--- src/rtl/lled_pkg.sv ---
// ----------------------------------------------------------------------------
// lled_pkg
// Shared types, codes and defaults of the light latency edge detector.
// ----------------------------------------------------------------------------
package lled_pkg;

    localparam int AVG_POINTS_DEF  = 4;
    localparam int SAMPLE_BITS_DEF = 12;
    localparam int TIME_BITS_DEF   = 48;

    localparam int CFG_ADDR_BITS = 4;
    localparam int CFG_DATA_BITS = 32;

    localparam int THR_HIGH_TO_MID_RST = 190;
    localparam int THR_MID_TO_LOW_RST  = 20;
    localparam int THR_LOW_TO_MID_RST  = 30;
    localparam int THR_MID_TO_HIGH_RST = 200;

    typedef enum logic [1:0] {
        REG_THR_HIGH_TO_MID = 2'd0,
        REG_THR_MID_TO_LOW  = 2'd1,
        REG_THR_LOW_TO_MID  = 2'd2,
        REG_THR_MID_TO_HIGH = 2'd3
    } lled_reg_t;

    typedef enum logic {
        OP_SAMPLE = 1'b0,
        OP_BLINK  = 1'b1
    } lled_op_t;

    typedef enum logic [2:0] {
        LVL_UNKNOWN  = 3'd0,
        LVL_HIGH     = 3'd1,
        LVL_LOW      = 3'd2,
        LVL_FALL_MID = 3'd3,
        LVL_RISE_MID = 3'd4
    } lled_level_t;

    typedef enum logic [1:0] {
        BLK_UNKNOWN = 2'd0,
        BLK_HIGH    = 2'd1,
        BLK_LOW     = 2'd2
    } lled_blink_t;

    typedef enum logic {
        EDGE_RISE = 1'b0,
        EDGE_FALL = 1'b1
    } lled_edge_t;

    // Kind of word moving down the pipeline
    typedef struct packed {
        lled_op_t opcode;
        logic     blink_level;
    } lled_tag_t;

endpackage

--- src/rtl/lled_if.sv ---
// ----------------------------------------------------------------------------
// lled_in_if / lled_out_if
// Valid/ready channels for event words and result words.
// ----------------------------------------------------------------------------
interface lled_in_if #(
    parameter int SAMPLE_BITS = 12,
    parameter int TIME_BITS   = 48
);
    logic                   valid;
    logic                   ready;
    logic                   opcode;
    logic [SAMPLE_BITS-1:0] sample;
    logic                   blink_level;
    logic [TIME_BITS-1:0]   time_us;

    modport source (output valid, opcode, sample, blink_level, time_us, input ready);
    modport sink   (input valid, opcode, sample, blink_level, time_us, output ready);
endinterface

interface lled_out_if #(
    parameter int SAMPLE_BITS = 12,
    parameter int TIME_BITS   = 48
);
    logic                        valid;
    logic                        ready;
    logic [2:0]                  sensor_level_state;
    logic [1:0]                  blink_status;
    logic                        edge_kind;
    logic [SAMPLE_BITS-1:0]      average;
    logic signed [TIME_BITS:0]   latency_rise;
    logic signed [TIME_BITS:0]   latency_fall;

    modport source (output valid, sensor_level_state, blink_status, edge_kind, average,
                    latency_rise, latency_fall, input ready);
    modport sink   (input valid, sensor_level_state, blink_status, edge_kind, average,
                    latency_rise, latency_fall, output ready);
endinterface

--- src/rtl/lled_cfg.sv ---
// ----------------------------------------------------------------------------
// lled_cfg
// APB threshold register file.
// ----------------------------------------------------------------------------
module lled_cfg
    import lled_pkg::*;
#(
    parameter int SAMPLE_BITS = SAMPLE_BITS_DEF
)
(
    input  logic                     clk,
    input  logic                     rst_n,
    input  logic                     psel,
    input  logic                     penable,
    input  logic                     pwrite,
    input  logic [CFG_ADDR_BITS-1:0] paddr,
    input  logic [CFG_DATA_BITS-1:0] pwdata,
    output logic [CFG_DATA_BITS-1:0] prdata,
    output logic                     pready,
    output logic [SAMPLE_BITS-1:0]   thr_high_to_mid,
    output logic [SAMPLE_BITS-1:0]   thr_mid_to_low,
    output logic [SAMPLE_BITS-1:0]   thr_low_to_mid,
    output logic [SAMPLE_BITS-1:0]   thr_mid_to_high
);

    logic [SAMPLE_BITS-1:0] thr_hm_reg;
    logic [SAMPLE_BITS-1:0] thr_ml_reg;
    logic [SAMPLE_BITS-1:0] thr_lm_reg;
    logic [SAMPLE_BITS-1:0] thr_mh_reg;
    logic                   wr_en;
    lled_reg_t              reg_idx;
    logic [SAMPLE_BITS-1:0] wr_val;

    assign pready  = 1'b1;
    assign wr_en   = psel && penable && pwrite;
    assign reg_idx = lled_reg_t'(paddr[CFG_ADDR_BITS-1:2]);
    assign wr_val  = pwdata[SAMPLE_BITS-1:0];

    always_ff @(posedge clk or negedge rst_n)
    begin
        if (!rst_n)
        begin
            thr_hm_reg <= SAMPLE_BITS'(THR_HIGH_TO_MID_RST);
            thr_ml_reg <= SAMPLE_BITS'(THR_MID_TO_LOW_RST);
            thr_lm_reg <= SAMPLE_BITS'(THR_LOW_TO_MID_RST);
            thr_mh_reg <= SAMPLE_BITS'(THR_MID_TO_HIGH_RST);
        end
        else if (wr_en)
        begin
            unique case (reg_idx)
                REG_THR_HIGH_TO_MID: thr_hm_reg <= wr_val;
                REG_THR_MID_TO_LOW:  thr_ml_reg <= wr_val;
                REG_THR_LOW_TO_MID:  thr_lm_reg <= wr_val;
                REG_THR_MID_TO_HIGH: thr_mh_reg <= wr_val;
            endcase
        end
    end

    always_comb
    begin
        unique case (reg_idx)
            REG_THR_HIGH_TO_MID: prdata = CFG_DATA_BITS'(thr_hm_reg);
            REG_THR_MID_TO_LOW:  prdata = CFG_DATA_BITS'(thr_ml_reg);
            REG_THR_LOW_TO_MID:  prdata = CFG_DATA_BITS'(thr_lm_reg);
            REG_THR_MID_TO_HIGH: prdata = CFG_DATA_BITS'(thr_mh_reg);
        endcase
    end

    assign thr_high_to_mid = thr_hm_reg;
    assign thr_mid_to_low  = thr_ml_reg;
    assign thr_low_to_mid  = thr_lm_reg;
    assign thr_mid_to_high = thr_mh_reg;

endmodule

--- src/rtl/lled_avg.sv ---
// ----------------------------------------------------------------------------
// lled_avg
// Sample ring with running sum, then floored average by reciprocal multiply.
// ----------------------------------------------------------------------------
module lled_avg
    import lled_pkg::*;
#(
    parameter int AVG_POINTS  = AVG_POINTS_DEF,
    parameter int SAMPLE_BITS = SAMPLE_BITS_DEF,
    parameter int TIME_BITS   = TIME_BITS_DEF
)
(
    input  logic                   clk,
    input  logic                   rst_n,
    lled_in_if.sink                evt,
    output logic                   mid_valid,
    input  logic                   mid_ready,
    output lled_tag_t              mid_tag,
    output logic [TIME_BITS-1:0]   mid_time,
    output logic [SAMPLE_BITS-1:0] mid_avg
);

    localparam int POS_BITS  = (AVG_POINTS > 1) ? $clog2(AVG_POINTS) : 1;
    localparam int SUM_BITS  = SAMPLE_BITS + $clog2(AVG_POINTS);
    localparam int SHIFT     = SUM_BITS + $clog2(AVG_POINTS);
    localparam int MULT_BITS = SUM_BITS + 1;
    localparam int PROD_BITS = SUM_BITS + MULT_BITS;
    // ceil(2^SHIFT / AVG_POINTS): exact quotient for every sum below 2^SUM_BITS
    localparam logic [MULT_BITS-1:0] RECIP =
        MULT_BITS'(((64'd1 << SHIFT) + 64'(AVG_POINTS) - 64'd1) / 64'(AVG_POINTS));

    logic [SAMPLE_BITS-1:0] ring_reg [AVG_POINTS];
    logic [POS_BITS-1:0]    pos_reg;
    logic [POS_BITS-1:0]    pos_next;
    logic [SUM_BITS-1:0]    sum_reg;
    logic [SUM_BITS-1:0]    sum_next;

    logic                   s1_valid_reg;
    lled_tag_t              s1_tag_reg;
    logic [TIME_BITS-1:0]   s1_time_reg;
    logic [SUM_BITS-1:0]    s1_sum_reg;
    logic                   s1_ready;

    logic                   s2_valid_reg;
    lled_tag_t              s2_tag_reg;
    logic [TIME_BITS-1:0]   s2_time_reg;
    logic [SAMPLE_BITS-1:0] s2_avg_reg;
    logic [PROD_BITS-1:0]   prod;

    lled_tag_t              evt_tag;
    logic                   evt_take;
    logic                   s1_move;

    assign evt_tag.opcode      = lled_op_t'(evt.opcode);
    assign evt_tag.blink_level = evt.blink_level;

    assign s1_ready  = !s2_valid_reg || mid_ready;
    assign evt.ready = !s1_valid_reg || s1_ready;
    assign evt_take  = evt.valid && evt.ready;
    assign s1_move   = s1_valid_reg && s1_ready;

    assign sum_next = sum_reg + SUM_BITS'(evt.sample) - SUM_BITS'(ring_reg[pos_reg]);
    assign pos_next = (pos_reg == POS_BITS'(AVG_POINTS - 1)) ? '0 : pos_reg + 1'b1;

    always_ff @(posedge clk or negedge rst_n)
    begin
        if (!rst_n)
        begin
            for (int i = 0; i < AVG_POINTS; i++)
            begin
                ring_reg[i] <= '0;
            end
            pos_reg <= '0;
            sum_reg <= '0;
        end
        else if (evt_take && evt_tag.opcode == OP_SAMPLE)
        begin
            ring_reg[pos_reg] <= evt.sample;
            pos_reg           <= pos_next;
            sum_reg           <= sum_next;
        end
    end

    always_ff @(posedge clk or negedge rst_n)
    begin
        if (!rst_n)
        begin
            s1_valid_reg <= 1'b0;
            s2_valid_reg <= 1'b0;
        end
        else
        begin
            if (evt.ready)
            begin
                s1_valid_reg <= evt.valid;
            end
            if (s1_ready)
            begin
                s2_valid_reg <= s1_valid_reg;
            end
        end
    end

    always_ff @(posedge clk)
    begin
        if (evt_take)
        begin
            s1_tag_reg  <= evt_tag;
            s1_time_reg <= evt.time_us;
            s1_sum_reg  <= sum_next;
        end
        if (s1_move)
        begin
            s2_tag_reg  <= s1_tag_reg;
            s2_time_reg <= s1_time_reg;
            s2_avg_reg  <= prod[SHIFT +: SAMPLE_BITS];
        end
    end

    assign prod = PROD_BITS'(s1_sum_reg) * PROD_BITS'(RECIP);

    assign mid_valid = s2_valid_reg;
    assign mid_tag   = s2_tag_reg;
    assign mid_time  = s2_time_reg;
    assign mid_avg   = s2_avg_reg;

endmodule

--- src/rtl/lled_edge.sv ---
// ----------------------------------------------------------------------------
// lled_edge
// Hysteresis level machine, blink and edge time capture, result register.
// ----------------------------------------------------------------------------
module lled_edge
    import lled_pkg::*;
#(
    parameter int SAMPLE_BITS = SAMPLE_BITS_DEF,
    parameter int TIME_BITS   = TIME_BITS_DEF
)
(
    input  logic                   clk,
    input  logic                   rst_n,
    input  logic                   mid_valid,
    output logic                   mid_ready,
    input  lled_tag_t              mid_tag,
    input  logic [TIME_BITS-1:0]   mid_time,
    input  logic [SAMPLE_BITS-1:0] mid_avg,
    input  logic [SAMPLE_BITS-1:0] thr_high_to_mid,
    input  logic [SAMPLE_BITS-1:0] thr_mid_to_low,
    input  logic [SAMPLE_BITS-1:0] thr_low_to_mid,
    input  logic [SAMPLE_BITS-1:0] thr_mid_to_high,
    lled_out_if.source             result
);

    lled_level_t            level_reg;
    lled_level_t            level_next;
    lled_blink_t            blink_reg;
    logic [TIME_BITS-1:0]   blink_hi_time_reg;
    logic [TIME_BITS-1:0]   blink_lo_time_reg;
    logic [TIME_BITS-1:0]   rise_time_reg;
    logic [TIME_BITS-1:0]   fall_time_reg;

    logic                   edge_hit;
    lled_edge_t             edge_kind;
    logic [TIME_BITS-1:0]   rise_time_new;
    logic [TIME_BITS-1:0]   fall_time_new;

    logic                   res_valid_reg;
    logic                   res_valid_next;
    lled_level_t            res_level_reg;
    lled_blink_t            res_blink_reg;
    lled_edge_t             res_kind_reg;
    logic [SAMPLE_BITS-1:0] res_avg_reg;
    logic [TIME_BITS:0]     res_lat_rise_reg;
    logic [TIME_BITS:0]     res_lat_fall_reg;

    logic                   take;
    logic                   take_sample;
    logic                   take_blink;

    assign mid_ready   = !res_valid_reg || result.ready;
    assign take        = mid_valid && mid_ready;
    assign take_sample = take && mid_tag.opcode == OP_SAMPLE;
    assign take_blink  = take && mid_tag.opcode == OP_BLINK;

    // next state
    always_comb
    begin
        level_next = level_reg;
        unique case (level_reg)
            LVL_UNKNOWN:
            begin
                priority if (mid_avg <= thr_mid_to_low)
                    level_next = LVL_LOW;
                else if (mid_avg >= thr_mid_to_high)
                    level_next = LVL_HIGH;
                else
                    level_next = LVL_UNKNOWN;
            end
            LVL_HIGH:
                level_next = (mid_avg <= thr_high_to_mid) ? LVL_FALL_MID : LVL_HIGH;
            LVL_FALL_MID:
                level_next = (mid_avg <= thr_mid_to_low) ? LVL_LOW : LVL_FALL_MID;
            LVL_LOW:
                level_next = (mid_avg >= thr_low_to_mid) ? LVL_RISE_MID : LVL_LOW;
            LVL_RISE_MID:
                level_next = (mid_avg >= thr_mid_to_high) ? LVL_HIGH : LVL_RISE_MID;
            default:
                level_next = LVL_UNKNOWN;
        endcase
    end

    // edge decode
    always_comb
    begin
        edge_hit  = 1'b0;
        edge_kind = EDGE_RISE;
        if (level_reg == LVL_LOW && level_next == LVL_RISE_MID)
        begin
            edge_hit  = 1'b1;
            edge_kind = EDGE_RISE;
        end
        else if (level_reg == LVL_HIGH && level_next == LVL_FALL_MID)
        begin
            edge_hit  = 1'b1;
            edge_kind = EDGE_FALL;
        end
    end

    assign rise_time_new = (edge_kind == EDGE_RISE) ? mid_time : rise_time_reg;
    assign fall_time_new = (edge_kind == EDGE_FALL) ? mid_time : fall_time_reg;

    always_comb
    begin
        priority if (take)
            res_valid_next = take_sample && edge_hit;
        else if (result.ready)
            res_valid_next = 1'b0;
        else
            res_valid_next = res_valid_reg;
    end

    always_ff @(posedge clk or negedge rst_n)
    begin
        if (!rst_n)
        begin
            level_reg         <= LVL_UNKNOWN;
            blink_reg         <= BLK_UNKNOWN;
            blink_hi_time_reg <= '0;
            blink_lo_time_reg <= '0;
            rise_time_reg     <= '0;
            fall_time_reg     <= '0;
            res_valid_reg     <= 1'b0;
        end
        else
        begin
            res_valid_reg <= res_valid_next;
            if (take_blink)
            begin
                if (mid_tag.blink_level)
                begin
                    blink_hi_time_reg <= mid_time;
                    blink_reg         <= BLK_HIGH;
                end
                else
                begin
                    blink_lo_time_reg <= mid_time;
                    blink_reg         <= BLK_LOW;
                end
            end
            if (take_sample)
            begin
                level_reg <= level_next;
                if (edge_hit)
                begin
                    rise_time_reg <= rise_time_new;
                    fall_time_reg <= fall_time_new;
                end
            end
        end
    end

    always_ff @(posedge clk)
    begin
        if (take_sample && edge_hit)
        begin
            res_level_reg    <= level_next;
            res_blink_reg    <= blink_reg;
            res_kind_reg     <= edge_kind;
            res_avg_reg      <= mid_avg;
            res_lat_rise_reg <= {1'b0, rise_time_new} - {1'b0, blink_hi_time_reg};
            res_lat_fall_reg <= {1'b0, fall_time_new} - {1'b0, blink_lo_time_reg};
        end
    end

    assign result.valid              = res_valid_reg;
    assign result.sensor_level_state = res_level_reg;
    assign result.blink_status       = res_blink_reg;
    assign result.edge_kind          = res_kind_reg;
    assign result.average            = res_avg_reg;
    assign result.latency_rise       = res_lat_rise_reg;
    assign result.latency_fall       = res_lat_fall_reg;

endmodule

--- src/rtl/light_latency_edge_detector_top.sv ---
// ----------------------------------------------------------------------------
// light_latency_edge_detector_top
// Display-to-sensor latency: sample averaging, hysteresis edges, latencies.
//
//   port     dir  kind            word
//   evt      in   valid/ready     opcode, sample, blink_level, time_us
//   result   out  valid/ready     level, blink, edge, average, two latencies
//   apb      in   APB write/read  four thresholds at 4*i
//
// One word per cycle while result is not stalled; an event moves through the sum
// stage, the reciprocal multiply stage, then the level machine and result register.
// Level state updates at most once per cycle, on sample words in the last stage, which sets the rate.
// rst_n clears ring, sum, states and captured times at once.
// A stalled result holds; upstream stages keep filling until all are full.
// ----------------------------------------------------------------------------
module light_latency_edge_detector_top
    import lled_pkg::*;
#(
    parameter int AVG_POINTS  = AVG_POINTS_DEF,
    parameter int SAMPLE_BITS = SAMPLE_BITS_DEF,
    parameter int TIME_BITS   = TIME_BITS_DEF
)
(
    input  logic                     clk,
    input  logic                     rst_n,
    lled_in_if.sink                  evt,
    lled_out_if.source               result,
    input  logic                     psel,
    input  logic                     penable,
    input  logic                     pwrite,
    input  logic [CFG_ADDR_BITS-1:0] paddr,
    input  logic [CFG_DATA_BITS-1:0] pwdata,
    output logic [CFG_DATA_BITS-1:0] prdata,
    output logic                     pready
);

    logic [SAMPLE_BITS-1:0] thr_high_to_mid;
    logic [SAMPLE_BITS-1:0] thr_mid_to_low;
    logic [SAMPLE_BITS-1:0] thr_low_to_mid;
    logic [SAMPLE_BITS-1:0] thr_mid_to_high;

    logic                   mid_valid;
    logic                   mid_ready;
    lled_tag_t              mid_tag;
    logic [TIME_BITS-1:0]   mid_time;
    logic [SAMPLE_BITS-1:0] mid_avg;

    lled_cfg #(
        .SAMPLE_BITS (SAMPLE_BITS)
    ) u_cfg (
        .clk             (clk),
        .rst_n           (rst_n),
        .psel            (psel),
        .penable         (penable),
        .pwrite          (pwrite),
        .paddr           (paddr),
        .pwdata          (pwdata),
        .prdata          (prdata),
        .pready          (pready),
        .thr_high_to_mid (thr_high_to_mid),
        .thr_mid_to_low  (thr_mid_to_low),
        .thr_low_to_mid  (thr_low_to_mid),
        .thr_mid_to_high (thr_mid_to_high)
    );

    lled_avg #(
        .AVG_POINTS  (AVG_POINTS),
        .SAMPLE_BITS (SAMPLE_BITS),
        .TIME_BITS   (TIME_BITS)
    ) u_avg (
        .clk       (clk),
        .rst_n     (rst_n),
        .evt       (evt),
        .mid_valid (mid_valid),
        .mid_ready (mid_ready),
        .mid_tag   (mid_tag),
        .mid_time  (mid_time),
        .mid_avg   (mid_avg)
    );

    lled_edge #(
        .SAMPLE_BITS (SAMPLE_BITS),
        .TIME_BITS   (TIME_BITS)
    ) u_edge (
        .clk             (clk),
        .rst_n           (rst_n),
        .mid_valid       (mid_valid),
        .mid_ready       (mid_ready),
        .mid_tag         (mid_tag),
        .mid_time        (mid_time),
        .mid_avg         (mid_avg),
        .thr_high_to_mid (thr_high_to_mid),
        .thr_mid_to_low  (thr_mid_to_low),
        .thr_low_to_mid  (thr_low_to_mid),
        .thr_mid_to_high (thr_mid_to_high),
        .result          (result)
    );

    // a new result only follows a sample word taken by the level stage
    a_result_from_sample: assert property (@(posedge clk) disable iff (!rst_n)
        $rose(result.valid) |->
            $past(mid_valid && mid_ready && mid_tag.opcode == OP_SAMPLE))
        else $error("result without a sample word");

    // a blink word never leaves a result behind
    a_blink_no_result: assert property (@(posedge clk) disable iff (!rst_n)
        (mid_valid && mid_ready && mid_tag.opcode == OP_BLINK) |=> !result.valid)
        else $error("blink word produced a result");

    // the reported level matches the edge direction
    a_edge_level: assert property (@(posedge clk) disable iff (!rst_n)
        result.valid |->
            ((result.edge_kind == EDGE_RISE && result.sensor_level_state == LVL_RISE_MID) ||
             (result.edge_kind == EDGE_FALL && result.sensor_level_state == LVL_FALL_MID)))
        else $error("edge kind and level disagree");

endmodule
--- src/flat_wrapper.sv ---
// flat-port wrapper written by rule: the top's interface ports become plain ports
module light_latency_edge_detector_top_flat import lled_pkg::*;
#(
    parameter int AVG_POINTS  = AVG_POINTS_DEF,
    parameter int SAMPLE_BITS = SAMPLE_BITS_DEF,
    parameter int TIME_BITS   = TIME_BITS_DEF
)
  (clk, rst_n, psel, penable, pwrite, paddr, pwdata, prdata, pready, evt_valid, evt_opcode, evt_sample, evt_blink_level, evt_time_us, evt_ready, result_valid, result_sensor_level_state, result_blink_status, result_edge_kind, result_average, result_latency_rise, result_latency_fall, result_ready);
  lled_in_if #(.SAMPLE_BITS(SAMPLE_BITS), .TIME_BITS(TIME_BITS)) evt_i ();
  lled_out_if #(.SAMPLE_BITS(SAMPLE_BITS), .TIME_BITS(TIME_BITS)) result_i ();
  input  logic clk;
  input  logic rst_n;
  input  logic psel;
  input  logic penable;
  input  logic pwrite;
  input  logic [CFG_ADDR_BITS-1:0] paddr;
  input  logic [CFG_DATA_BITS-1:0] pwdata;
  output logic [CFG_DATA_BITS-1:0] prdata;
  output logic pready;
  input wire logic [$bits(evt_i.valid)-1:0] evt_valid;
  input wire logic [$bits(evt_i.opcode)-1:0] evt_opcode;
  input wire logic [$bits(evt_i.sample)-1:0] evt_sample;
  input wire logic [$bits(evt_i.blink_level)-1:0] evt_blink_level;
  input wire logic [$bits(evt_i.time_us)-1:0] evt_time_us;
  output wire logic [$bits(evt_i.ready)-1:0] evt_ready;
  output wire logic [$bits(result_i.valid)-1:0] result_valid;
  output wire logic [$bits(result_i.sensor_level_state)-1:0] result_sensor_level_state;
  output wire logic [$bits(result_i.blink_status)-1:0] result_blink_status;
  output wire logic [$bits(result_i.edge_kind)-1:0] result_edge_kind;
  output wire logic [$bits(result_i.average)-1:0] result_average;
  output wire logic [$bits(result_i.latency_rise)-1:0] result_latency_rise;
  output wire logic [$bits(result_i.latency_fall)-1:0] result_latency_fall;
  input wire logic [$bits(result_i.ready)-1:0] result_ready;
  assign evt_i.valid = evt_valid;
  assign evt_i.opcode = evt_opcode;
  assign evt_i.sample = evt_sample;
  assign evt_i.blink_level = evt_blink_level;
  assign evt_i.time_us = evt_time_us;
  assign evt_ready = evt_i.ready;
  assign result_valid = result_i.valid;
  assign result_sensor_level_state = result_i.sensor_level_state;
  assign result_blink_status = result_i.blink_status;
  assign result_edge_kind = result_i.edge_kind;
  assign result_average = result_i.average;
  assign result_latency_rise = result_i.latency_rise;
  assign result_latency_fall = result_i.latency_fall;
  assign result_i.ready = result_ready;
  light_latency_edge_detector_top #(.AVG_POINTS(AVG_POINTS), .SAMPLE_BITS(SAMPLE_BITS), .TIME_BITS(TIME_BITS)) u_core (.clk(clk), .rst_n(rst_n), .evt(evt_i), .result(result_i), .psel(psel), .penable(penable), .pwrite(pwrite), .paddr(paddr), .pwdata(pwdata), .prdata(prdata), .pready(pready));
endmodule
--- config.mk ---
export PLATFORM = sky130hd
export DESIGN_NAME = light_latency_edge_detector_top_flat
export DESIGN_NICKNAME = d
export VERILOG_FILES = /design/src/rtl/lled_pkg.sv /design/src/rtl/lled_if.sv /design/src/rtl/lled_cfg.sv /design/src/rtl/lled_avg.sv /design/src/rtl/lled_edge.sv /design/src/rtl/light_latency_edge_detector_top.sv /design/src/flat_wrapper.sv
export SDC_FILE = /design/constraint.sdc
export NUM_CORES = 1
export LEC_CHECK = 0
export BUFFER_PORTS_ARGS = -buffer_cell sky130_fd_sc_hd__buf_2
export CAP_MARGIN = 20
export CORE_ASPECT_RATIO = 0.7
export CORE_MARGIN = 2
export CORE_UTILIZATION = 31
export CTS_CLUSTER_DIAMETER = 150
export DETAILED_ROUTE_END_ITERATION = 6
export HOLD_SLACK_MARGIN = 0.08
export SYNTH_ARGS = -nofsm -noshare
export SYNTH_HDL_FRONTEND = slang
export SYNTH_SLANG_ARGS = --single-unit
--- constraint.sdc ---
create_clock -name clk -period 7.4 [get_ports clk]
set_input_delay 1.48 -clock clk [delete_from_list [all_inputs] [get_ports clk]]
set_output_delay 1.48 -clock clk [all_outputs]
set_load 0.005 [all_outputs]
==> results.md <==
Logic synthesis:
- Counting instances in the post-synthesis netlist gives the leading cell types as sky130_fd_sc_hd__mux2_2, sky130_fd_sc_hd__dfrtp_1, sky130_fd_sc_hd__edfxtp_1.
- The leading cell type by number of instances after synthesis is sky130_fd_sc_hd__mux2_2.
- The average footprint of a synthesized cell is 12.1 sq um.
- The number of enable-type register cells in the synthesized netlist is 240.
- The cell area after synthesis is 28500 sq um.
- The total number of yosys warnings is 0.
- By area the synthesized netlist is led by sky130_fd_sc_hd__dfrtp_1, sky130_fd_sc_hd__edfxtp_1, sky130_fd_sc_hd__mux2_2.
- In the synthesized netlist the async set-or-reset flop fraction comes to 56.5%.
- The instance count of the mapped netlist is 2363.
- The most used flip-flop cell after synthesis is sky130_fd_sc_hd__dfrtp_1.
- Counting flops and latches in the post-synthesis netlist gives 552.
- The number of library cell types mapped by synthesis is 78.
- The synthesized design spends more area on one cell type than any other, namely sky130_fd_sc_hd__dfrtp_1.
- The area share of the largest cell type after synthesis is 26.1%.
- Sequential cells were found to cover 52.8% of the synthesized design area.

Critical path:
- The cell depth of the worst flop-to-flop path is 19.
- The element type at the critical path start is a flop.
- The most critical setup path has its startpoint at u_core.u_avg.mid_avg[1].
- The worst-case register-to-register setup slack is 1.28 ns.
- The critical path in this run is classified as reg2reg.
- For the worst setup path, the data required time is 7.77 ns.
- In this run the worst path has a maximum fanout of 45.
- STA classifies the critical path endpoint as a flop.
- The endpoint of the most critical register-to-register path is u_core.u_edge.result.latency_rise[47].
- In this run the critical register-to-register path is launched from u_core.u_avg.mid_avg[1].
- The arrival time at the worst endpoint is 6.50 ns.

Place:
- The HPWL after detailed placement is 51000 um.
- The worst setup timing slack at the placement stage is 1.31 ns.
- The number of buffers added on ports is 212.
- The total cell area at the placement stage is 30800 sq um.
- The cell count after placement is 3723.
- The congestion estimate from routability-driven global placement came to 0.863.

CTS:
- After clock tree synthesis, the setup repair step added 0 buffers.
- The number of gates resized after cts is 0.
- The clock latency on the worst-skew pair is 0.63 ns.
- Counting every sink on the clock net gives 552.
- After clock tree synthesis, the clock-pin slew on the worst setup and hold paths is 0.07 ns.
- The clock tree synthesis step divided the H-tree into 2 levels.
- TritonCTS built the clock tree.
- The post-cts hold buffer count is 0.
- The longest clock path from root to sink contains 3 buffers.
- The clock root buffer is sky130_fd_sc_hd__clkbuf_16.
- Clock tree synthesis inserted a total of 61 buffers.

Worst hold path:
- The worst hold path endpoint is u_core.u_avg.mid_time[31].
- Along the worst hold path, the cell count comes to 0.
- The startpoint of the most critical hold path is u_core.u_avg.s1_time_reg[31].
- The min-delay analysis places its worst path in the category reg2reg.

Global routing:
- Entering global routing, the biggest net connects 150 pins.
- The met3 global-route usage is 2.29%.
- The initial antenna violation count is 8.
- Summed over all layers, the global routing overflow is 0.
- The met2 usage in global routing is 20.2%.
- The via count of the first global-routing pass was 17600.
- The met1 track demand over resource is 23.3%.
- The total track usage is 14.7%.
- In this run the most used layer during global routing was met1.
- The first global-routing pass estimated 108000 um of wire.

Final layout:
- Summing all non-filler instances in the final layout gives an area of 32900 sq um.
- The fraction of layout instances using a drive strength above 1 is 27.3%.
- The relative area change from synthesis to final layout is 15.4%.
- The net total in the final layout is 2846.
- The number of cells in the finished layout apart from fillers is 3844.
- Fill cells in the final layout number 8852.

Floorplanning:
- The initial cell density of the core is 31.5%.
- The overall die width is 366 um.
- The floorplan step defined a core boundary enclosing 90600 sq um.
- The die area is 94400 sq um.
- For this design the top-level I/O count stands at 256.
- Row generation in the floorplan step produced 92 rows.
- In this run the vertical extent of the chip is 258 um.

Detailed routing:
- After detailed routing, the average wire length per cell comes to 18.2 um.
- In the routed design, unresolved DRC markers number 0.
- The number of iterations in the first detailed-routing pass is 5.
- Summing over every cut layer, the via total after detailed routing is 18200.
- Dividing the detail-routed via count by the number of cells gives 4.74.
- For this block, the initial DRC count from the detailed router was 1253.
- Wires add up to 69800 um.
- The number of routed nets with antenna violations is 0.

Power and ir drop:
- The cell leakage power is 14.2 nW.
- The cell internal power dissipation is 10.1 mW.
- Dividing total power by cell area gives a power density of 508 nW/um^2.
- The clock share of power is 18.4%.
- The worst-case IR drop observed on VDD is 265 uV.
- The portion of total power attributed to combinational logic is 50.3%.
- The net switching power is 6.61 mW.
- The net switching share of the total power is 39.6%.
- Of the total power, registers draw 31.3%.

Timing:
- The final-report max-slew violation count came to 0.
- Dividing the final minimum period by the clock period gives 82.8%.
- Setup violations remaining at the end of the flow were counted as 0.
- Setup repair after global routing left no endpoint under its margin.
- The number of hold-slack violations in the final timing report is 0.
- After layout, the worst setup slack is 1.28 ns.
- The transition time at the pin with the least slew margin is 0.975 ns.
- The clock arrives with 0.0356 ns of skew.
- The final sum of negative setup slack is 0 ns.
- Measured against its own limit, the worst slew margin works out to 34.9%.
- Final hold analysis gives a worst-case slack of 0.417 ns.
- Static timing analysis puts the maximum clock frequency at 0.163 GHz.
- The shortest clock period the worst path allows after layout is 6.12 ns.

Job:
- The max-capacitance violation count is 0.

Status:
- The flow ran to the end, and the final reports show no timing, DRC or antenna violations.
-- per-layer routing --
| layer | routed length [um] | vias to the layer above | share of wire, % |
|---|---|---|---|
| li1 | - | 8871 | - |
| met1 | 36700 | 8868 | 52 |
| met2 | 27900 | 387 | 40 |
| met3 | 3670 | 94 | 5.3 |
| met4 | 1610 | 2 | 2.3 |
| met5 | 11 | - | 0.016 |
-- per-stage QoR --
stage | util (%) | total power, mW
final | 36.3 | 16.7
after global routing | 36.3 | 18.1
after floorplan | - | 11.5
after global placement | 34.0 | 13.6
after detailed placement | 34.0 | 13.6
after CTS | 36.3 | 16.8
-- area by class of cell --
cell class	instances	area, sq um	area share [%]
multi-input combinational	1492	12200	37.0
antenna	5	12.5	0.0380
clock buffer	71	1610	4.91
timing repair buffer	228	1240	3.76
sequential	552	15000	45.7
tap	1222	1530	4.65
inverter	230	863	2.62
clock inverter	44	433	1.32
-- power by group through the flow --
stage / clock [mW] / sequential [mW] / combinational (mW)
floorplan: 0 / 5.06 / 6.42
global placement: 0 / 5.25 / 8.30
detailed placement: 0 / 5.28 / 8.35
CTS: 3.16 / 5.23 / 8.42
global route: 3.28 / 5.35 / 9.47
finish: 3.07 / 5.23 / 8.42
-- kinds of logic after synthesis --
family	after synthesis	share of synthesized area (%)
simple gates	382	6.44
buf+inv	338	4.88
flops	552	52.8
xor+xnor	98	3.01
compound gates	468	10.2
fa+ha+maj	176	8.10
mux	347	14.6
other cells	2	0.0264
-- worst max-delay path, stage by stage (launching register included) --
cell	delay, ns
sky130_fd_sc_hd__edfxtp_1	0.54
sky130_fd_sc_hd__ha_1	0.36
sky130_fd_sc_hd__nor2b_1	0.13
sky130_fd_sc_hd__o21ai_1	0.11
sky130_fd_sc_hd__nand2b_1	0.07
sky130_fd_sc_hd__a21oi_1	0.23
sky130_fd_sc_hd__o211ai_1	0.13
sky130_fd_sc_hd__a21boi_1	0.21
sky130_fd_sc_hd__and3_4	0.69
sky130_fd_sc_hd__mux2_2	0.42
sky130_fd_sc_hd__ha_1	0.37
sky130_fd_sc_hd__a21oi_1	0.43
sky130_fd_sc_hd__a21boi_0	0.21
sky130_fd_sc_hd__o211ai_1	0.22
sky130_fd_sc_hd__nand3_1	0.09
sky130_fd_sc_hd__a31oi_1	0.41
sky130_fd_sc_hd__o21ai_1	0.23
sky130_fd_sc_hd__nor3_1	0.55
sky130_fd_sc_hd__o31ai_1	0.24
sky130_fd_sc_hd__xor2_1	0.18
-- worst max-delay path by stage --
stage	end	slack (ns)	depth (start not counted)
after CTS	u_core.u_edge.result.latency_fall[47]	1.29	19
after detailed placement	u_core.u_edge.result.latency_fall[47]	1.31	19
final	u_core.u_edge.result.latency_rise[47]	1.28	19
after floorplan	u_core.u_edge.result.latency_rise[47]	2.40	23
after global routing	u_core.u_edge.result.latency_fall[46]	0.87	21
after global placement	u_core.u_edge.result.latency_fall[47]	1.35	19
-- layout by cell type, fill, tap and decap left out, types with 18 or more instances in the layout --
cell type,Yosys,routed
sky130_fd_sc_hd__nor3_1,23,22
sky130_fd_sc_hd__dfrtp_1,297,297
sky130_fd_sc_hd__ha_1,162,162
sky130_fd_sc_hd__nand3_1,25,25
sky130_fd_sc_hd__inv_1,229,228
sky130_fd_sc_hd__nor2_1,61,60
sky130_fd_sc_hd__a21oi_1,115,115
sky130_fd_sc_hd__nand2_1,150,150
sky130_fd_sc_hd__nand2b_1,18,18
sky130_fd_sc_hd__mux4_2,24,24
sky130_fd_sc_hd__a31oi_1,24,24
sky130_fd_sc_hd__clkbuf_16,0,61
sky130_fd_sc_hd__nand4_1,33,33
sky130_fd_sc_hd__mux2_2,319,319
sky130_fd_sc_hd__o21ai_0,142,142
sky130_fd_sc_hd__xor2_1,37,37
sky130_fd_sc_hd__buf_2,18,211
sky130_fd_sc_hd__edfxtp_1,240,240
sky130_fd_sc_hd__conb_1,2,21
sky130_fd_sc_hd__xnor2_1,61,61
sky130_fd_sc_hd__a21o_1,56,56
(Power assumes the default switching activity.)
